`config.mk`:
```
export PLATFORM = sky130hd
export DESIGN_NAME = mbq_cfg
export DESIGN_NICKNAME = d
export VERILOG_FILES = /design/src/rtl/core/multichannel_biquad_filter_top_defines.svh /design/src/rtl/core/mbq_pkg.sv /design/src/rtl/core/mbq_cfg.sv
export SDC_FILE = /design/constraint.sdc
export NUM_CORES = 1
export LEC_CHECK = 0
export ABC_AREA = 0
export BUFFER_PORTS_ARGS = -buffer_cell sky130_fd_sc_hd__buf_4
export CAP_MARGIN = 20
export CELL_PAD_IN_SITES_DETAIL_PLACEMENT = 0
export CELL_PAD_IN_SITES_GLOBAL_PLACEMENT = 1
export CORE_MARGIN = 8
export CORE_UTILIZATION = 43
export DETAILED_ROUTE_END_ITERATION = 10
export GPL_TIMING_DRIVEN = 0
export HOLD_SLACK_MARGIN = 0.1
export PLACE_DENSITY_LB_ADDON = 0.12
export SLEW_MARGIN = 20
export SYNTH_ARGS = -nofsm -noshare
export SYNTH_HDL_FRONTEND = slang
export SYNTH_SLANG_ARGS = --single-unit
```
`constraint.sdc`:
```
create_clock -name clk -period 1.7 [get_ports clk]
set_clock_uncertainty 0.2 [all_clocks]
set_input_delay 0.085 -clock clk [delete_from_list [all_inputs] [get_ports clk]]
set_output_delay 0.085 -clock clk [all_outputs]
set_load 0.005 [all_outputs]
```
`src/rtl/core/multichannel_biquad_filter_top_defines.svh`:
```
// Assertion macros used by the filter pipeline.
// Each macro expects clk and arst_n in the scope where it is used.
`ifndef MULTICHANNEL_BIQUAD_FILTER_TOP_DEFINES_SVH
`define MULTICHANNEL_BIQUAD_FILTER_TOP_DEFINES_SVH

// Check a property outside reset.
`define MBQ_ASSERT(lbl, prop, msg) \
	lbl: assert property (@(posedge clk) disable iff (!arst_n) prop) \
		else $error(msg);

// Check a property at every edge, reset included.
`define MBQ_ASSERT_ALWAYS(lbl, prop, msg) \
	lbl: assert property (@(posedge clk) prop) \
		else $error(msg);

`endif

```
`src/rtl/core/mbq_pkg.sv`:
```
`default_nettype none

package mbq_pkg;

	// Channel store depth and sizes
	localparam int CHANNELS = 64;
	localparam int CH_W     = 6;
	localparam int CH_AW    = (CHANNELS > 1) ? $clog2(CHANNELS) : 1;

	// Sample and coefficient formats (coefficients are Q2.18)
	localparam int SAMPLE_W = 24;
	localparam int COEF_W   = 20;
	localparam int FRAC_W   = 18;
	localparam int PROD_W   = SAMPLE_W + COEF_W;
	localparam int ACC_W    = PROD_W + 3;
	localparam int RND_W    = ACC_W - FRAC_W;

	// Configuration registers
	localparam int NUM_W     = 3 * COEF_W;
	localparam int DEN_W     = 2 * COEF_W;
	localparam int CFG_W     = NUM_W;
	localparam int REG_IDX_W = 3;

	localparam logic [REG_IDX_W-1:0] REG_TIP_NUM  = 3'd0;
	localparam logic [REG_IDX_W-1:0] REG_TIP_DEN  = 3'd1;
	localparam logic [REG_IDX_W-1:0] REG_BASE_NUM = 3'd2;
	localparam logic [REG_IDX_W-1:0] REG_BASE_DEN = 3'd3;
	localparam logic [REG_IDX_W-1:0] REG_SPLIT    = 3'd4;

	localparam logic [NUM_W-1:0] NUM_RESET = NUM_W'(262144);
	localparam logic [DEN_W-1:0] DEN_RESET = '0;

	typedef struct packed {
		logic [CH_W-1:0]            channel;
		logic signed [SAMPLE_W-1:0] sample_in;
	} in_word_t;

	typedef struct packed {
		logic [CH_W-1:0]            channel_out;
		logic signed [SAMPLE_W-1:0] sample_out;
	} out_word_t;

	typedef struct packed {
		logic signed [COEF_W-1:0] b0;
		logic signed [COEF_W-1:0] b1;
		logic signed [COEF_W-1:0] b2;
		logic signed [COEF_W-1:0] a1;
		logic signed [COEF_W-1:0] a2;
	} coef_set_t;

	typedef struct packed {
		coef_set_t tip;
		coef_set_t base;
		logic      axis_split;
	} cfg_t;

	// Per-channel history held in the state memory
	typedef struct packed {
		logic signed [SAMPLE_W-1:0] x1;
		logic signed [SAMPLE_W-1:0] x2;
		logic signed [SAMPLE_W-1:0] y1;
		logic signed [SAMPLE_W-1:0] y2;
	} hist_t;

	localparam int HIST_W = $bits(hist_t);

	typedef struct packed {
		logic             re;
		logic [CH_AW-1:0] raddr;
		logic             we;
		logic [CH_AW-1:0] waddr;
		hist_t            wdata;
	} mem_req_t;

endpackage

`default_nettype wire

```
`src/rtl/core/mbq_cfg.sv`:
```
`default_nettype none

module mbq_cfg (
	input  wire logic                          clk,
	input  wire logic                          arst_n,
	input  wire logic                          cfg_we,
	input  wire logic [mbq_pkg::REG_IDX_W-1:0] cfg_index,
	input  wire logic [mbq_pkg::CFG_W-1:0]     cfg_wdata,
	output mbq_pkg::cfg_t                      cfg
);

	import mbq_pkg::*;

	logic [NUM_W-1:0] tip_num_q;
	logic [DEN_W-1:0] tip_den_q;
	logic [NUM_W-1:0] base_num_q;
	logic [DEN_W-1:0] base_den_q;
	logic             split_q;

	// Take register writes; drop unknown indexes
	always_ff @(posedge clk or negedge arst_n) begin
		if (!arst_n) begin
			tip_num_q  <= NUM_RESET;
			tip_den_q  <= DEN_RESET;
			base_num_q <= NUM_RESET;
			base_den_q <= DEN_RESET;
			split_q    <= 1'b1;
		end else if (cfg_we) begin
			case (cfg_index)
				REG_TIP_NUM:  tip_num_q  <= cfg_wdata[NUM_W-1:0];
				REG_TIP_DEN:  tip_den_q  <= cfg_wdata[DEN_W-1:0];
				REG_BASE_NUM: base_num_q <= cfg_wdata[NUM_W-1:0];
				REG_BASE_DEN: base_den_q <= cfg_wdata[DEN_W-1:0];
				REG_SPLIT:    split_q    <= cfg_wdata[0];
				default: begin
				end
			endcase
		end
	end

	// Unpack the Q2.18 slices
	assign cfg.tip.b0  = $signed(tip_num_q[COEF_W-1:0]);
	assign cfg.tip.b1  = $signed(tip_num_q[2*COEF_W-1:COEF_W]);
	assign cfg.tip.b2  = $signed(tip_num_q[3*COEF_W-1:2*COEF_W]);
	assign cfg.tip.a1  = $signed(tip_den_q[COEF_W-1:0]);
	assign cfg.tip.a2  = $signed(tip_den_q[2*COEF_W-1:COEF_W]);
	assign cfg.base.b0 = $signed(base_num_q[COEF_W-1:0]);
	assign cfg.base.b1 = $signed(base_num_q[2*COEF_W-1:COEF_W]);
	assign cfg.base.b2 = $signed(base_num_q[3*COEF_W-1:2*COEF_W]);
	assign cfg.base.a1 = $signed(base_den_q[COEF_W-1:0]);
	assign cfg.base.a2 = $signed(base_den_q[2*COEF_W-1:COEF_W]);
	assign cfg.axis_split = split_q;

endmodule

`default_nettype wire

```
# After elaboration in Yosys (flattened, before gate mapping)
# Index checks and enable logic that the tools add are counted.
# totals
regBits	201
latch_bits	0
mem_bits_rw	0
romBits	0
in_bits	66
output_inout_bits	201
word_cells	15
mem_count	0
# classes
addsub	0
multipliers	0
n_div	0
order_cmp	0
eq_ne	4
n_shift	0
muxes	0
n_bitwise	0
n_reduce_logical	6
# ops
op	n
$reduce_and 2->1	5
$eq 3x2->1 const B	2
$eq 3x1->1 const B	1
$eq 3x3->1 const B	1
$logic_not 3->1	1

# Logic depth before layout (Yosys ltp)
# logic_depth
word_depth	2
mapped_depth	4
depth_no_buf	2

# Worst setup path before layout
# No wires, ideal clock.
# synth_timing
path_type	input port to flip-flop
startpoint	in cfg_index[0] (netlist name)
endpoint	reg tip_num_q[49]
setup_ns	0.125
arrival_ns	1.091
required_ns	1.375
setup_slack_ns	0.284
path_stages	3
n_path_buf	1
cell_sequence	nor4b_4 -> buf_6 -> mux2_4
# synth_between
elab_chain_len	2
# synth_rtl
item	line	text
start: declaration	mbq_cfg.sv:7	input wire logic [mbq_pkg::REG_IDX_W-1:0] cfg_index,
$logic_not 3->1	mbq_cfg.sv:29	case (cfg_index)
$reduce_and 2->1 (no source line)	-	
end signal: assignment	mbq_cfg.sv:30	REG_TIP_NUM: tip_num_q <= cfg_wdata[NUM_W-1:0];
end: declaration	mbq_cfg.sv:14	logic [NUM_W-1:0] tip_num_q;
# No other way between the ends.
# A chain may end at the register's enable or synchronous reset.

# Worst setup path in the final report
# layout_timing
startpoint	reg split_q
endpoint	out cfg[0] (netlist name)
# layout_lines
item	line	text
start: declaration	mbq_cfg.sv:18	logic split_q;
start signal: assignment	mbq_cfg.sv:34	REG_SPLIT: split_q <= cfg_wdata[0];
end: declaration	mbq_cfg.sv:9	output mbq_pkg::cfg_t cfg
# No word-level cell between the ends.

==> results.md <==
- Crit-path cells: buf_4, buf_4
- Period utilization: roughly 90%
- Die Wd: between 100 and 150 µm
- Routability Congestion: about 0.74
- Core Box Area: between 15,000 and 20,000 µm²
- Antenna violations before repair: 0
- Sw Share: 24.9%
- Setup violators final: 0
- Multi-input gate area: about 2400 µm²
- Failing checks: negative hold slack
- Crit path required time: about 1400 ps
- Clock share of power: 31.5%
- Reg2reg start: tip_num_q[44]
- Synth unique cells: 11
- Share of power burned in combinational logic: 24.0%
- Seq/Total Area, Yosys: between 60% and 70%
- # rows: 48
- Slowest-stage cell, CP: dfstp_2
- Crit Path Class: flip-flop to output port
- CTS buffer count: 22
- Largest cells by area after synthesis: dfrtp_1 (65%), mux2_2 (28%), mux2_4 (2.0%)
- Nets: approximately 850
- CP delay by family, top: flip-flops
- Crit path max fanout: 2
- Mapped cell area: 7590 µm²
- First-pass GRT wire length: between 30,000 and 40,000 µm
- Post-CTS Setup Repair Bufs: 0
- Leak Pwr: 5.30 nW
- Startpoint types: flip-flop
- Drt first pass iters: 4
- Largest net degree at the start of global routing: about 100
- Pint: roughly 0.011 W
- Yosys reg bits: between 200 and 250
- Met3 GRT Util: 5.98%
- Area share of the largest cell type after synthesis: around two thirds
- Grt met1 use: 21.5%
- Clock transition at path regs: ~60 ps
- Hold path startpoint: cfg_index[2]
- Flop pwr share: about 45%
- RSZ-0062 raised after global routing: false
- Die area: ~22,000 µm²
- Starting density of the core: roughly 44%
- CP peak stage delay: approximately 520 ps
- Routed via count: approximately 4.9k
- Total number of yosys warnings: 0
- Final Worst Setup Slack: approximately 210 ps
- Antenna Nets Post-Route: 0
- Gr usage total: around a fifth
- Pwr Density: ~1300 nW/µm²
- Cell taking the most area after synthesis: dfrtp_1
- Diode count: 0
- Vias in the first global route: between 5k and 6k
- Worst Max-Slew Pin Slew: 738 ps
- Post-Place Worst Slack: -144 ps
- Fill count: between 1k and 1.5k
- Hold_ws: -2.00 ps
- Via density: between 4 and 5
- Drt drc: 0
- Num Clock Sinks: between 200 and 250
- Critical Path Source: split_q
- Overflow after GRT: 0
- Area grow syn2layout: 48.1%
- Final min period: approximately 1500 ps
- Post-CTS Resized: 0
- Worst rel slew slack: 50.8%
- I/O Buffers: between 200 and 300
- Sw Pwr: around 0.0036 W
- Hold Violations, Final: 1
- Final wirelength: ~21,000 µm
- Critical path capture point type: output port
- GRT met2 Usage: between 30% and 40%
- Max frequency: 671 MHz
- Power Total: roughly 0.015 W
- Maximum clock path buffer count: 3
- Hold buffer count at CTS: 62
- CTS Root Cell: clkbuf_16
- Syn Area/Cell: between 15 and 20 µm²
- Cell mode on critical path: buf_4
- HPWL Detailed: around 15,000 µm
- CTS tree: built
- Crit path DAT: ~1200 ps
- Global routing's busiest layer: met2
- Worst hold path type: input port to flip-flop
- Commonest non-fill, non-tap cell in the layout: buf_4
- DIE HEIGHT: between 100 and 150 µm
- VDD IR max: ~0.78 mV
- Skew-Pair Late Insertion Delay: slightly below 500 ps
- Number of H-tree branching levels: 1
- Initial DRC count: 136
- I/O pins: 267
- Status: complete, but fails checks
- Max-slew violation count: 0
- Synth Net Count: between 400 and 500
- Fraction of layout cells with a size suffix above 1: around two thirds
- Crit path buf inv count: 2
- Wirelength per Cell: approximately 20 µm
- Commonest cells after routing, fill and taps aside: buf_4 (266), dfrtp_1 (198), mux2_2 (187)
- Post-synthesis cell count: approximately 430
- FF/Latch Area: about 5000 µm²
- Max Cap Viol: 0
## Yosys cell counts, drive strengths merged
master	instances
buf	22
dfrtp	198
and4bb	3
dfstp	3
nand4b	1
nor4b	1
mux2	201
## area by class of cell
class                           instances  area share (%)
Multi-Input combinational cell        206            21.1
Buffer                                 22            1.67
Clock buffer                           35            6.14
Tap cell                              225            2.50
Clock inverter                          3           0.134
Sequential cell                       201            44.8
Timing Repair Buffer                  330            23.7
## final timing paths
kind	slack, ps	to	cells after the start
setup / recovery	210	cfg[0]	2
min in group asynchronous	20	base_num_q[25]	2
setup reg to reg	700	tip_num_q[44]	1
max in group asynchronous	300	base_den_q[25]	3
hold reg to reg	290	tip_den_q[3]	1
hold / removal	-2	tip_num_q[55]	4
## worst min-delay path: stages
cell     delay, ps
buf_4          110
nor4b_4         90
buf_6          170
mux2_4         200
## metal layers
layer  share of wire [%]  wire, µm
met1                  39      8060
met2                  50     10500
met3                 8.3      1740
met4                 2.8       582
met5                   0         0
## per-stage QoR
| stage | util [%] | cell area, µm² | hold WS, ps | std cells | setup TNS (ps) |
|---|---|---|---|---|---|
| floorplan | - | 7590 | -411 | 429 | 0 |
| global placement | 57.1 | 9870 | 124 | 920 | -180990 |
| detailed placement | 57.3 | 9910 | -31.6 | 921 | -7750 |
| CTS | 64.9 | 11200 | -24.8 | 1021 | 0 |
| global route | 65.0 | 11200 | -4.57 | 1022 | 0 |
| finish | 65.0 | 11200 | -2.00 | 1022 | 0 |
## sequential cells by signal, summed over array words and instances, names as in the netlist
register	flops
base_num_q	60
tip_num_q	60
base_den_q	40
tip_den_q	40
split_q	1
## cell families after synthesis
| logic type | synth area share (%) |
|---|---|
| buffers and inverters | 2.47 |
| flip-flops | 66.3 |
| multiplexers | 30.3 |
| AND/OR/NAND/NOR | 0.923 |
## power groups by stage
stage               clock [W]  combinational (W)  sequential (W)
floorplan                   0            0.00104         0.00652
global placement            0            0.00334         0.00646
detailed placement          0            0.00344         0.00652
CTS                   0.00469            0.00356         0.00646
global route          0.00486            0.00375         0.00661
finish                0.00456            0.00348         0.00646
No activity file was read; power rests on OpenSTA's default activity.
