### src/rtl/core/multichannel_biquad_filter_top_defines.svh
// Assertion macros used by the filter pipeline.
// Each macro expects clk and arst_n in the scope where it is used.
`ifndef MULTICHANNEL_BIQUAD_FILTER_TOP_DEFINES_SVH
`define MULTICHANNEL_BIQUAD_FILTER_TOP_DEFINES_SVH

// Check a property outside reset.
`define MBQ_ASSERT(lbl, prop, msg) \
	lbl: assert property (@(posedge clk) disable iff (!arst_n) prop) \
		else $error(msg);

// Check a property at every edge, reset included.
`define MBQ_ASSERT_ALWAYS(lbl, prop, msg) \
	lbl: assert property (@(posedge clk) prop) \
		else $error(msg);

`endif

### src/rtl/core/mbq_ram.sv
`default_nettype none

module mbq_ram #(
	parameter int WIDTH = 8,
	parameter int DEPTH = 16,
	localparam int AW = (DEPTH > 1) ? $clog2(DEPTH) : 1
) (
	input  wire logic             clk,
	input  wire logic             we,
	input  wire logic [AW-1:0]    waddr,
	input  wire logic [WIDTH-1:0] wdata,
	input  wire logic             re,
	input  wire logic [AW-1:0]    raddr,
	output logic      [WIDTH-1:0] rdata
);

	logic [WIDTH-1:0] mem [DEPTH];

	// Write port; registered read returns old data on a same-address write
	always_ff @(posedge clk) begin
		if (we) begin
			mem[waddr] <= wdata;
		end
		if (re) begin
			rdata <= mem[raddr];
		end
	end

endmodule

`default_nettype wire

### config.mk
export PLATFORM = sky130hd
export DESIGN_NAME = mbq_ram
export DESIGN_NICKNAME = d
export VERILOG_FILES = /design/src/rtl/core/multichannel_biquad_filter_top_defines.svh /design/src/rtl/core/mbq_ram.sv
export SDC_FILE = /design/constraint.sdc
export NUM_CORES = 1
export LEC_CHECK = 0
export ABC_AREA = 1
export CAP_MARGIN = 20
export CORE_ASPECT_RATIO = 1.4
export CORE_MARGIN = 3
export CORE_UTILIZATION = 50
export DETAILED_ROUTE_END_ITERATION = 6
export DONT_BUFFER_PORTS = 1
export GPL_TIMING_DRIVEN = 0
export PLACE_DENSITY_LB_ADDON = 0.05
export SYNTH_ARGS = -nofsm -noshare
export SYNTH_HDL_FRONTEND = slang
export SYNTH_SLANG_ARGS = --single-unit
### constraint.sdc
create_clock -name clk -period 2.1 [get_ports clk]
set_clock_uncertainty 0.2 [all_clocks]
set_input_delay 0.105 -clock clk [delete_from_list [all_inputs] [get_ports clk]]
set_output_delay 0.105 -clock clk [all_outputs]
set_load 0.01 [all_outputs]
# Word level (Yosys, flattened, before mapping)
# Memories as Yosys holds them, arrays and structs flattened. A register that Yosys moved wholly into a read port is not among the register bits.
# Index checks and enable logic that the tools add are counted.
# op_classes
muxes	2
magnitude_cmp	0
bitwise_logic	0
n_div	0
n_eq_ne	0
mul	0
reduce_logical	0
addsub	0
n_shift	0
# op_table
cell	count
$mux 1	2
# totals
wordCells	3
ff_bits	0
latchBits	0
memories	1
rom_bits	0
ram_bits	128
# memory_table
name	words	word_bits	read_ports	rd_ports_with_merged_regs	wr	line	rtl
mem	16	8	1	1	1	mbq_ram.sv:17	logic [WIDTH-1:0] mem [DEPTH];

# Longest topological paths before layout
# Gate-level depths: netlist (run 1).
# logic_depth
depth_word	2
depth_mapped	8
depth_no_buf	7

# Worst setup path after synthesis (run 1)
# OpenSTA, ideal clock, no wires.
# synth_path
path_type	input to register
from	input port waddr[2]
to	memory mem[10][0] (enable)
n_path_buf	0
stages	2
setup_ps	370
arrival_ps	686
setup_slack_ps	844
t_required_ps	1530
path_cell_list	nand3b_1 > nor2_1
# synth_lines
item	line	rtl
from (decl)	mbq_ram.sv:10	input wire logic [AW-1:0] waddr,
to (decl)	mbq_ram.sv:17	
# Straight into the memory's write port.

# Worst setup path after layout (run 1)
# layout_path
from	input port we
to	memory mem[0][6] (enable)
# layout_between
elab_chain_cells	2
# layout_lines
item	line	rtl
from (decl)	mbq_ram.sv:9	input wire logic we,
$mux 1	mbq_ram.sv:21	if (we) begin
$mux 1 (implied by the code)	mbq_ram.sv:22	mem[waddr] <= wdata;
# No other way between the ends.

==> load_flow_metrics.sql, run 1 <==
INSERT INTO impl_metrics (metric_group, metric, value, unit) VALUES
('outcome', 'status', 'finished, final reports clean', ''),
('routing', 'drt_iter0_drc', '215', ''),
('final_layout', 'design_area', '6640', 'um2'),
('routing', 'first_pass_iters', '5', ''),
('clock_network', 'tritoncts.num_buffers', '17', ''),
('final_layout', 'instances_no_fill', '738', ''),
('clock_network', 'cts_tree', 'built', ''),
('timing', 'hold_violations', '0', ''),
('routing', 'sum_of_routed_wire_length_over_all_layers', '13700', 'um'),
('pwr', 'internal_power_of_the_cells', '4.65', 'mW'),
('synthesis', 'synth-warning-count', '0', ''),
('pwr', 'power_frac_comb', '0.063', ''),
('die', 'die-height', '134', 'um'),
('timing', 'setup_viol', '0', ''),
('setup_path', 'critical_path.most_common_cell', 'dlygate4sd3_1', ''),
('setup_path', 'timing_worst_setup_path_type', 'input port to flop', ''),
('timing', 'minimum_clock_period', '1970', 'ps'),
('die', 'coreArea', '11400', 'um2'),
('grt', 'antenna_found_initial', '0', ''),
('final_layout', 'final.fill_count', '938', ''),
('setup_path', 'endpoint_kind', 'flop', ''),
('timing', 'tightest_slew_margin_relative_to_the_limit', '0.458', ''),
('die', 'die_width', '97.4', 'um'),
('synthesis', 'synth_top_area_share', '0.698', ''),
('timing', 'rsz0062_at_grt', 'no', ''),
('pwr', 'power.net_switching', '1.33', 'mW'),
('die', 'design.die.area', '13000', 'um2'),
('setup_path', 'startpoint_type', 'input port', ''),
('grt', 'via_count_of_the_first_global_routing_pass', '3792', ''),
('placed_design', 'placed_cell_area', '6030', 'um2'),
('pwr', 'power_frac_clock', '0.421', ''),
('synthesis', 'synth.ff_latch_count', '136', ''),
('timing', 'worstMarginPinSlew', '809', 'ps'),
('timing', 'achievable-frequency', '508', 'MHz'),
('pwr', 'power_density', '900', 'nW/um2'),
('setup_path', 'arrival', '1820', 'ps'),
('grt', 'gr-usage-all-layers', '0.223', ''),
('grt', 'grt_pass1_wl', '21300', 'um'),
('die', 'design.portCount', '27', ''),
('clock_network', 'cts.root.buffer_cell', 'clkbuf_16', ''),
('routing', 'dr_total_vias', '3838', ''),
('setup_path', 'critical_path.top_delay_family', 'buffers and inverters', ''),
('placed_design', 'dp_hpwl', '9330', 'um'),
('die', 'starting_density_of_the_core', '0.513', ''),
('pwr', 'switching_share', '0.223', ''),
('routing', 'met3_wirelength_from_detailed_routing', '836', 'um'),
('final_layout', 'area.growth.synth_to_final', '13.6', '%'),
('routing', 'avg_vias_per_cell', '5.20', ''),
('clock_network', 'clock-sinks', '136', ''),
('placed_design', 'placedCellCount', '695', ''),
('synthesis', 'synth.net_count', '570', ''),
('clock_network', 'worst_setup_hold_path_clk_slew', '60', 'ps'),
('synthesis', 'synth.avg_cell_area', '10.6', 'um2'),
('synthesis', 'synth_top_cell_by_area', 'edfxtp_1', ''),
('final_layout', 'diodes', '0', ''),
('placed_design', 'place_congestion', '0.903', ''),
('final_layout', 'final_cell_mix', 'nand2_1, edfxtp_1, inv_1, nand3_1', ''),
('synthesis', 'cell_area_after_synthesis', '5850', 'um2'),
('timing', 'fin_crit_sh', '0.938', ''),
('routing', 'wire_per_inst', '18.6', 'um'),
('synthesis', 'number_of_instances_in_the_synthesized_netlist', '551', ''),
('setup_path', 'cp_data_required_time', '1950', 'ps'),
('pwr', 'finalPower', '5.98', 'mW'),
('clock_network', 'insertion_delay', '410', 'ps'),
('placed_design', 'dpl_worst_slack', '489', 'ps'),
('placed_design', 'place.port_buffers', '0', ''),
('die', 'fp-row-count', '46', ''),
('routing', 'route.detailed.drc', '0', ''),
('timing', 'final-max-slew-violation-count', '0', ''),
('routing', 'wl_met1', '5540', 'um'),
('routing', 'top_layer', 'met4', '');
==> worst register-to-register path, stage by stage (launching register included) <==
cell,delay (ps)
edfxtp_1,390
inv_1,70
nand2_1,50
nand3_1,80
nand3_1,130
nand3_1,150
nand2_1,70
==> cell usage after synthesis <==
cell        n
nand3_1    97
nand3b_1    2
buf_1       1
inv_2       2
nor2_1     17
inv_1     100
edfxtp_1  136
buf_2      13
buf_4       4
nand2_1   173
buf_6       6
==> timing repair <==
action	CTS	global route
hold buffers	12	0
endpoints found under the setup margin	0	0
resized for setup	0	0
setup buffers	0	0
endpoints found under the hold margin	162	0
==> logic make-up (layout without fill, tap and decap cells) <==
logic type | Yosys count | count (layout) | share of synthesized area
buffers and inverters | 126 | 169 | 0.0939
DFF | 136 | 136 | 0.698
and+or+nand+nor | 289 | 289 | 0.208
==> power by group through the flow <==
stage                     Sequential [mW]  Combinational, mW  Clock [mW]
after floorplan                      3.14              0.214           0
after global placement               3.14              0.308           0
after detailed placement             3.14              0.311           0
after CTS                            3.08              0.379        2.55
after global routing                 3.09              0.416        2.69
final                                3.08              0.376        2.52
==> sequential cells by signal, summed over array words and instances, names as in the netlist <==
signal  flops
mem       128
rdata       8
==> path summary, 6_finish.rpt <==
kind,slack (ps),from,cells after the start,to
max,130,we,4,mem[0][6]$_DFFE_PP_
min,20,waddr[3],3,mem[1][5]$_DFFE_PP_
max reg2reg,710,mem[1][5]$_DFFE_PP_,6,rdata[5]$_DFFE_PP_
min reg2reg,550,mem[13][1]$_DFFE_PP_,6,rdata[1]$_DFFE_PP_
==> per-stage QoR <==
step                hold WS, ps   util
floorplan                  3.87      -
global placement           4.76  0.529
detailed placement         4.93  0.529
CTS                       0.945  0.583
global route               37.1  0.583
finish                     18.4  0.583
==> final cells by class <==
class / instances / area, um2 / area share
tap: 144 / 180 / 0.0271
clock inverter: 11 / 60.1 / 0.00904
clock buffer: 20 / 437 / 0.0657
sequential: 136 / 4080 / 0.615
multi-input combinational: 289 / 1210 / 0.183
buffer: 24 / 166 / 0.0250
inverter: 102 / 383 / 0.0576
timing repair buffer: 12 / 120 / 0.0181
==> routing by layer <==
| layer | track usage | up-vias |
|---|---|---|
| li1 | - | 1848 |
| met1 | 0.277 | 1808 |
| met2 | 0.372 | 151 |
| met3 | 0.0458 | 31 |
| met4 | 0.108 | 0 |
| met5 | 0 | - |
Power figures use the tool's default switching activity.
==> inputs of run 2 (changes only) <==
PLACE_DENSITY_LB_ADDON = not set   (was 0.05)
==> run 2 against run 1 <==
Against the previous run: worst setup slack gained 600 ps; final cell count decreased by 0.27%; critical endpoint is now rdata[6]$_DFFE_PP_; register-to-register slack gained 20 ps; largest cell class unchanged; sequential share of layout area decreased by 0.47 points; highest routed layer unchanged.
==> load_flow_metrics.sql, run 2 (synthesis results as in run 1) <==
INSERT INTO impl_metrics (metric_group, metric, value, unit) VALUES
('die', 'die_width', '97.4', 'um'),
('clock_network', 'clock-sinks', '136', ''),
('min_path', 'worstHoldPathType', 'input port to flop', ''),
('timing', 'tightest_slew_margin_relative_to_the_limit', '0.438', ''),
('final_layout', 'number_of_flip_flops_under_the_largest_register_name', '128', ''),
('final_layout', 'final_layout_size_suffix_gt1_frac', '0.0946', ''),
('routing', 'antenna_left', '0', ''),
('final_layout', 'regMostFlops', 'mem', ''),
('die', 'design.die.area', '13000', 'um2'),
('final_layout', 'reg_top3', 'mem (128), rdata (8)', ''),
('setup_path', 'r2r-start', 'mem[6][6]$_DFFE_PP_', ''),
('routing', 'dr_total_vias', '3818', ''),
('final_layout', 'post-route-util', '0.588', ''),
('pwr', 'power.static_leakage', '2.86', 'nW'),
('final_layout', 'final-seq-area', '4080', 'um2'),
('die', 'fp-row-count', '46', ''),
('timing', 'final-max-slew-violation-count', '0', ''),
('pwr', 'finalPower', '6.35', 'mW'),
('timing', 'setup_total_negative_slack', '0', 'ps'),
('placed_design', 'dp_hpwl', '9600', 'um'),
('grt', 'congestion_overflow_gr', '0', ''),
('timing', 'hold_violations', '0', ''),
('final_layout', 'design_area', '6700', 'um2'),
('clock_network', 'post_cts_resized', '0', ''),
('setup_path', 'arrival', '1340', 'ps'),
('timing', 'fin_ws', '732', 'ps'),
('final_layout', 'final.fill_count', '956', ''),
('grt', 'gr-usage-all-layers', '0.229', ''),
('pwr', 'power_density', '948', 'nW/um2'),
('routing', 'sum_of_routed_wire_length_over_all_layers', '14100', 'um'),
('clock_network', 'number_of_h_tree_levels', '4', ''),
('clock_network', 'worst_setup_hold_path_clk_slew', '60', 'ps'),
('final_layout', 'layout.nets', '598', ''),
('placed_design', 'dpl_worst_slack', '442', 'ps'),
('clock_network', 'insertion_delay', '420', 'ps'),
('setup_path', 'worstPathMaxFanout', '1', ''),
('grt', 'antenna_found_initial', '0', ''),
('die', 'starting_density_of_the_core', '0.513', ''),
('final_layout', 'diodes', '0', ''),
('timing', 'achievable-frequency', '731', 'MHz'),
('clock_network', 'cts_tree', 'built', ''),
('job', 'maxCapViolations', '0', ''),
('clock_network', 'tritoncts.num_buffers', '17', ''),
('setup_path', 'cp_data_required_time', '2070', 'ps'),
('grt', 'grt_pass1_wl', '21400', 'um'),
('pwr', 'power.ir.vdd_worst', '621', 'uV'),
('placed_design', 'placed_cell_area', '6030', 'um2'),
('die', 'design.portCount', '27', ''),
('routing', 'drt_iter0_drc', '312', ''),
('timing', 'setup_viol', '0', ''),
('routing', 'first_pass_iters', '5', ''),
('placed_design', 'place.port_buffers', '0', ''),
('final_layout', 'commonest_non_fill_non_tap_cell_in_the_layout', 'nand2_1', ''),
('setup_path', 'endpoint_kind', 'flop', ''),
('grt', 'via_count_of_the_first_global_routing_pass', '3668', ''),
('die', 'coreArea', '11400', 'um2'),
('grt', 'grt_start_max_net_pins', '17', ''),
('routing', 'avg_vias_per_cell', '5.19', ''),
('timing', 'fin_crit_sh', '0.652', ''),
('routing', 'route.detailed.drc', '0', ''),
('setup_path', 'startpoint_type', 'flop', ''),
('setup_path', 'timing_worst_setup_path_type', 'flop to flop', ''),
('final_layout', 'final_cell_mix', 'nand2_1, edfxtp_1, inv_1, nand3_1', ''),
('timing', 'minimum_clock_period', '1370', 'ps'),
('min_path', 'startpoint_of_the_tightest_hold_check_path', 'we', ''),
('clock_network', 'cts.root.buffer_cell', 'clkbuf_16', ''),
('clock_network', 'buffer_levels_on_the_longest_clock_path', '2', ''),
('die', 'die-height', '134', 'um'),
('timing', 'rsz0062_at_grt', 'no', ''),
('placed_design', 'place_congestion', '0.910', ''),
('setup_path', 'crit_start', 'mem[6][6]$_DFFE_PP_', ''),
('final_layout', 'area.growth.synth_to_final', '14.5', '%'),
('final_layout', 'multiInputGateArea', '1210', 'um2'),
('outcome', 'status', 'finished, final reports clean', ''),
('routing', 'wire_per_inst', '19.2', 'um'),
('timing', 'worstMarginPinSlew', '840', 'ps');
## run 2: cell types whose count changed in the layout (fill, tap and decap cells not counted), sizes merged
cell	delta
dlygate4sd3	-3
clkinv	+1
clkbuf	-3
inv	+3
bufinv	+2
clkinvlp	-2
## run 2: worst paths after layout
kind	cells past startpoint	to	slack [ps]
worst max register to register	6	rdata[6]$_DFFE_PP_	730
worst min-delay path	2	mem[0][5]$_DFFE_PP_	8
worst max-delay path	6	rdata[6]$_DFFE_PP_	730
worst min register to register	6	rdata[5]$_DFFE_PP_	560
## run 2: area by class of cell
| class | instances | share of cell area |
|---|---|---|
| tap | 144 | 0.0269 |
| timing repair buffer | 9 | 0.0135 |
| buffer | 24 | 0.0249 |
| inverter | 102 | 0.0572 |
| sequential | 136 | 0.610 |
| multi-input combinational | 289 | 0.181 |
| clock inverter | 15 | 0.0228 |
| clock buffer | 17 | 0.0635 |
## run 2: metrics by stage
stage | hold slack [ps] | std cells
floorplan | 3.87 | 551
global placement | 4.97 | 695
detailed placement | 4.67 | 695
CTS | 4.10 | 736
global route | 45.0 | 736
finish | 7.54 | 736
## run 2: per-layer routing
| metal | vias to the layer above | global-route usage | part of all wire |
|---|---|---|---|
| met5 | - | 0 | 0 |
| li1 | 1846 | - | - |
| met1 | 1822 | 0.277 | 0.39 |
| met3 | 25 | 0.0395 | 0.049 |
| met4 | 0 | 0.0962 | 0.021 |
| met2 | 125 | 0.403 | 0.54 |
## run 2: where the power goes
group | internal [mW] | switching [mW] | total, mW
registers | 3.06 | 0.0214 | 3.08
clock network | 1.75 | 1.14 | 2.89
logic | 0.107 | 0.271 | 0.378
total | 4.92 | 1.43 | 6.35
## run 2: critical path, stage by stage (launching register included)
cell	delay (ps)
edfxtp_1	360
inv_1	70
nand2_1	50
nand3_1	130
nand3_1	90
nand3_1	130
nand2_1	80
## run 2: what timing repair did
item / CTS / global route
hold endpoints to repair: 136 / 0
hold buffers: 9 / 0
buffers inserted: 0 / 0
==> inputs of run 3 (changes only) <==
ABC_AREA = 0   (was 1)
clock period = 1.3 ns   (was 2.1 ns; I/O delays follow)
==> run 3 against run 2 <==
Against the previous run: global-route usage decreased by 4.2 points; register-to-register slack got worse by 1100 ps; first-iteration DRC count decreased by 35%; clock-buffer cell count increased by 1; largest power group is now the clock network; sequential share of layout area increased by 3.7 points; synthesized area decreased by 11%; critical path depth decreased by 3; sequential power increased by 62%; the run now ends with hold timing, setup timing left; die area decreased by 10%.
==> load_flow_metrics.sql, run 3 <==
INSERT INTO impl_metrics (metric_group, metric, value, unit) VALUES
('routing', 'antenna_left', '0', ''),
('outcome', 'failed_checks', 'hold timing, setup timing', ''),
('setup_path', 'worstPathMaxFanout', '1', ''),
('placed_design', 'place_congestion', '0.719', ''),
('setup_path', 'arrival', '1620', 'ps'),
('final_layout', 'area.growth.synth_to_final', '20.8', '%'),
('clock_network', 'cts.root.buffer_cell', 'clkbuf_16', ''),
('synthesis', 'synthDistinctLibCells', '18', ''),
('clock_network', 'clock-sinks', '136', ''),
('synthesis', 'synth_top_area_share', '0.781', ''),
('grt', 'gr-usage-all-layers', '0.186', ''),
('placed_design', 'place.port_buffers', '0', ''),
('synthesis', 'synth-warning-count', '0', ''),
('routing', 'avg_vias_per_cell', '5.80', ''),
('die', 'starting_density_of_the_core', '0.520', ''),
('job', 'maxCapViolations', '0', ''),
('min_path', 'startpoint_of_the_tightest_hold_check_path', 'waddr[1]', ''),
('outcome', 'status', 'complete, but fails checks', ''),
('setup_path', 'crit_start', 'mem[10][5]$_DFFE_PP_', ''),
('routing', 'wire_per_inst', '24.4', 'um'),
('clock_network', 'insertion_delay', '410', 'ps'),
('clock_network', 'cts_tree', 'built', ''),
('pwr', 'power.ir.vdd_worst', '1360', 'uV'),
('final_layout', 'design_area', '6310', 'um2'),
('timing', 'worstMarginPinSlew', '882', 'ps'),
('clock_network', 'post_cts_hold_buffer_count', '10', ''),
('timing', 'minimum_clock_period', '1670', 'ps'),
('synthesis', 'synth_edf_count', '136', ''),
('setup_path', 'r2r_cells', '3', ''),
('clock_network', 'number_of_h_tree_levels', '4', ''),
('pwr', 'power.static_leakage', '2.03', 'nW'),
('synthesis', 'cell_area_after_synthesis', '5230', 'um2'),
('synthesis', 'synth.ff_latch_count', '136', ''),
('clock_network', 'buffer_levels_on_the_longest_clock_path', '2', ''),
('synthesis', 'synth.avg_cell_area', '22.8', 'um2'),
('die', 'design.portCount', '27', ''),
('timing', 'setup_viol', '8', ''),
('die', 'die_width', '92.4', 'um'),
('synthesis', 'async_flop_share', '0', ''),
('setup_path', 'worst_path_cell_with_the_longest_stage_delay', 'mux4_2', ''),
('synthesis', 'number_of_instances_in_the_synthesized_netlist', '229', ''),
('setup_path', 'cell_by_cell_trace_of_the_critical_path', 'mux4_2, a22oi_2, nand2_1', ''),
('grt', 'grt_start_max_net_pins', '17', ''),
('timing', 'achievable-frequency', '600', 'MHz'),
('clock_network', 'worst_setup_hold_path_clk_slew', '60', 'ps'),
('synthesis', 'post-synth-top-count-cell', 'edfxtp_1', ''),
('final_layout', 'layout.nets', '277', ''),
('timing', 'rsz0062_at_grt', 'yes', ''),
('min_path', 'worst_hold_path.num_cells', '1', ''),
('final_layout', 'final_cell_mix', 'edfxtp_1, mux4_2, clkbuf_16', ''),
('placed_design', 'dp_hpwl', '6010', 'um'),
('pwr', 'finalPower', '11.5', 'mW'),
('grt', 'via_count_of_the_first_global_routing_pass', '2501', ''),
('synthesis', 'synth_top_cell_by_area', 'edfxtp_1', ''),
('placed_design', 'placed_cell_area', '5410', 'um2'),
('final_layout', 'instances_no_fill', '406', ''),
('timing', 'tightest_slew_margin_relative_to_the_limit', '0.410', ''),
('setup_path', 'timing_worst_setup_path_type', 'flop to flop', ''),
('synthesis', 'main_area_contributors_after_synthesis', 'edfxtp_1, mux4_2, mux4_1', ''),
('final_layout', 'final_layout_size_suffix_gt1_frac', '0.332', ''),
('final_layout', 'number_of_flip_flops_under_the_largest_register_name', '128', ''),
('setup_path', 'cpPeakStageDelay', '490', 'ps'),
('timing', 'fin_ws', '-366', 'ps'),
('final_layout', 'reg_top3', 'mem (128), rdata (8)', ''),
('die', 'fp-row-count', '43', ''),
('setup_path', 'startpoint_type', 'flop', ''),
('setup_path', 'cp_data_required_time', '1250', 'ps'),
('clock_network', 'tritoncts.num_buffers', '17', ''),
('routing', 'dr_total_vias', '2353', ''),
('routing', 'first_pass_iters', '4', ''),
('final_layout', 'regMostFlops', 'mem', ''),
('synthesis', 'synth_commonest_cells', 'edfxtp_1, mux4_2, a22oi_1', ''),
('final_layout', 'diodes', '0', ''),
('placed_design', 'dpl_worst_slack', '-495', 'ps'),
('routing', 'sum_of_routed_wire_length_over_all_layers', '9900', 'um'),
('grt', 'congestion_overflow_gr', '0', ''),
('setup_path', 'critical_path.top_delay_family', 'multiplexers', ''),
('setup_path', 'path_depth', '3', ''),
('setup_path', 'worst-path-buf-inv', '0', ''),
('timing', 'fin_crit_sh', '1.28', ''),
('timing', 'final-max-slew-violation-count', '0', ''),
('synthesis', 'ys_dominant_reg_cell', 'edfxtp_1', ''),
('timing', 'whs', '-308', 'ps'),
('routing', 'drt_iter0_drc', '204', ''),
('synthesis', 'ys_seq_area_frac', '0.781', ''),
('pwr', 'power_density', '1820', 'nW/um2'),
('die', 'die-height', '127', 'um'),
('die', 'design.die.area', '11700', 'um2'),
('min_path', 'worstHoldPathType', 'input port to flop', ''),
('timing', 'hold_violations', '56', ''),
('grt', 'antenna_found_initial', '0', ''),
('grt', 'grt_pass1_wl', '15000', 'um'),
('placed_design', 'placedCellCount', '364', ''),
('timing', 'setup_total_negative_slack', '-2400', 'ps'),
('setup_path', 'r2r-start', 'mem[10][5]$_DFFE_PP_', ''),
('die', 'coreArea', '10100', 'um2'),
('synthesis', 'synth.net_count', '248', ''),
('setup_path', 'endpoint_kind', 'flop', ''),
('final_layout', 'commonest_non_fill_non_tap_cell_in_the_layout', 'edfxtp_1', ''),
('routing', 'route.detailed.drc', '0', '');
==> run 3: cell types whose count changed after synthesis, moves of 2 or more <==
cell / change
mux4_2: +18
buf_6: -3
nor3_1: +4
nor2_1: -4
inv_1: -100
inv_2: -2
clkdlybuf4s25_2: +3
buf_2: -10
a22oi_1: +16
mux4_1: +14
buf_4: -3
nand2b_1: +2
nand3_1: -96
nand2_1: -164
==> run 3: what timing repair did <==
item	4_1_cts	5_1_grt
hold endpoints to repair	194	56
endpoints found under the setup margin	8	8
gates resized for setup	7	2
buffers inserted	0	0
pin swaps	0	3
==> run 3: through the flow <==
step	hold slack [ps]	util
after global routing	-327	0.627
after global placement	-35.3	0.538
final	-308	0.627
after detailed placement	-35.2	0.538
after floorplan	-36.1	-
after CTS	-318	0.626
==> run 3: power breakdown <==
group | switching (mW) | total (mW) | internal (mW)
logic | 0.264 | 0.470 | 0.207
clock network | 1.70 | 6.06 | 4.36
registers | 0.0341 | 4.98 | 4.95
==> run 3: worst paths after layout <==
check	end	slack, ps
min reg2reg	rdata[1]$_DFFE_PP_	580
max reg2reg	rdata[5]$_DFFE_PP_	-370
max	rdata[5]$_DFFE_PP_	-370
min	mem[0][1]$_DFFE_PP_	-310
==> run 3: worst register-to-register path, cell delays in order (launching register included) <==
cell	delay, ps
edfxtp_1	390
mux4_2	490
a22oi_2	230
nand2_1	100
==> run 3: cell families (layout without fill, tap and decap cells) <==
logic type	count (synthesis)	count (layout)	share of synthesized area
flops	136	136	0.781
simple gates	35	35	0.0314
compound gates	16	16	0.0230
buf+inv	10	52	0.0165
mux	32	32	0.148
==> run 3: metal layers <==
metal  vias to the layer above  GRT usage  part of all wire
met3                        15     0.0583             0.037
met5                         -          0                 0
met1                      1254      0.249              0.43
met4                         0     0.0656             0.019
met2                        57      0.294              0.52
li1                       1027          -                 -
==> run 3: area by class of cell <==
| cell class | instances | area, um2 |
|---|---|---|
| Timing Repair Buffer | 10 | 100 |
| Fill cell | 707 | 3750 |
| Buffer | 10 | 120 |
| Tap cell | 135 | 169 |
| Clock buffer | 18 | 429 |
| Sequential cell | 136 | 4080 |
| Multi-Input combinational cell | 83 | 1090 |
| Clock inverter | 14 | 324 |
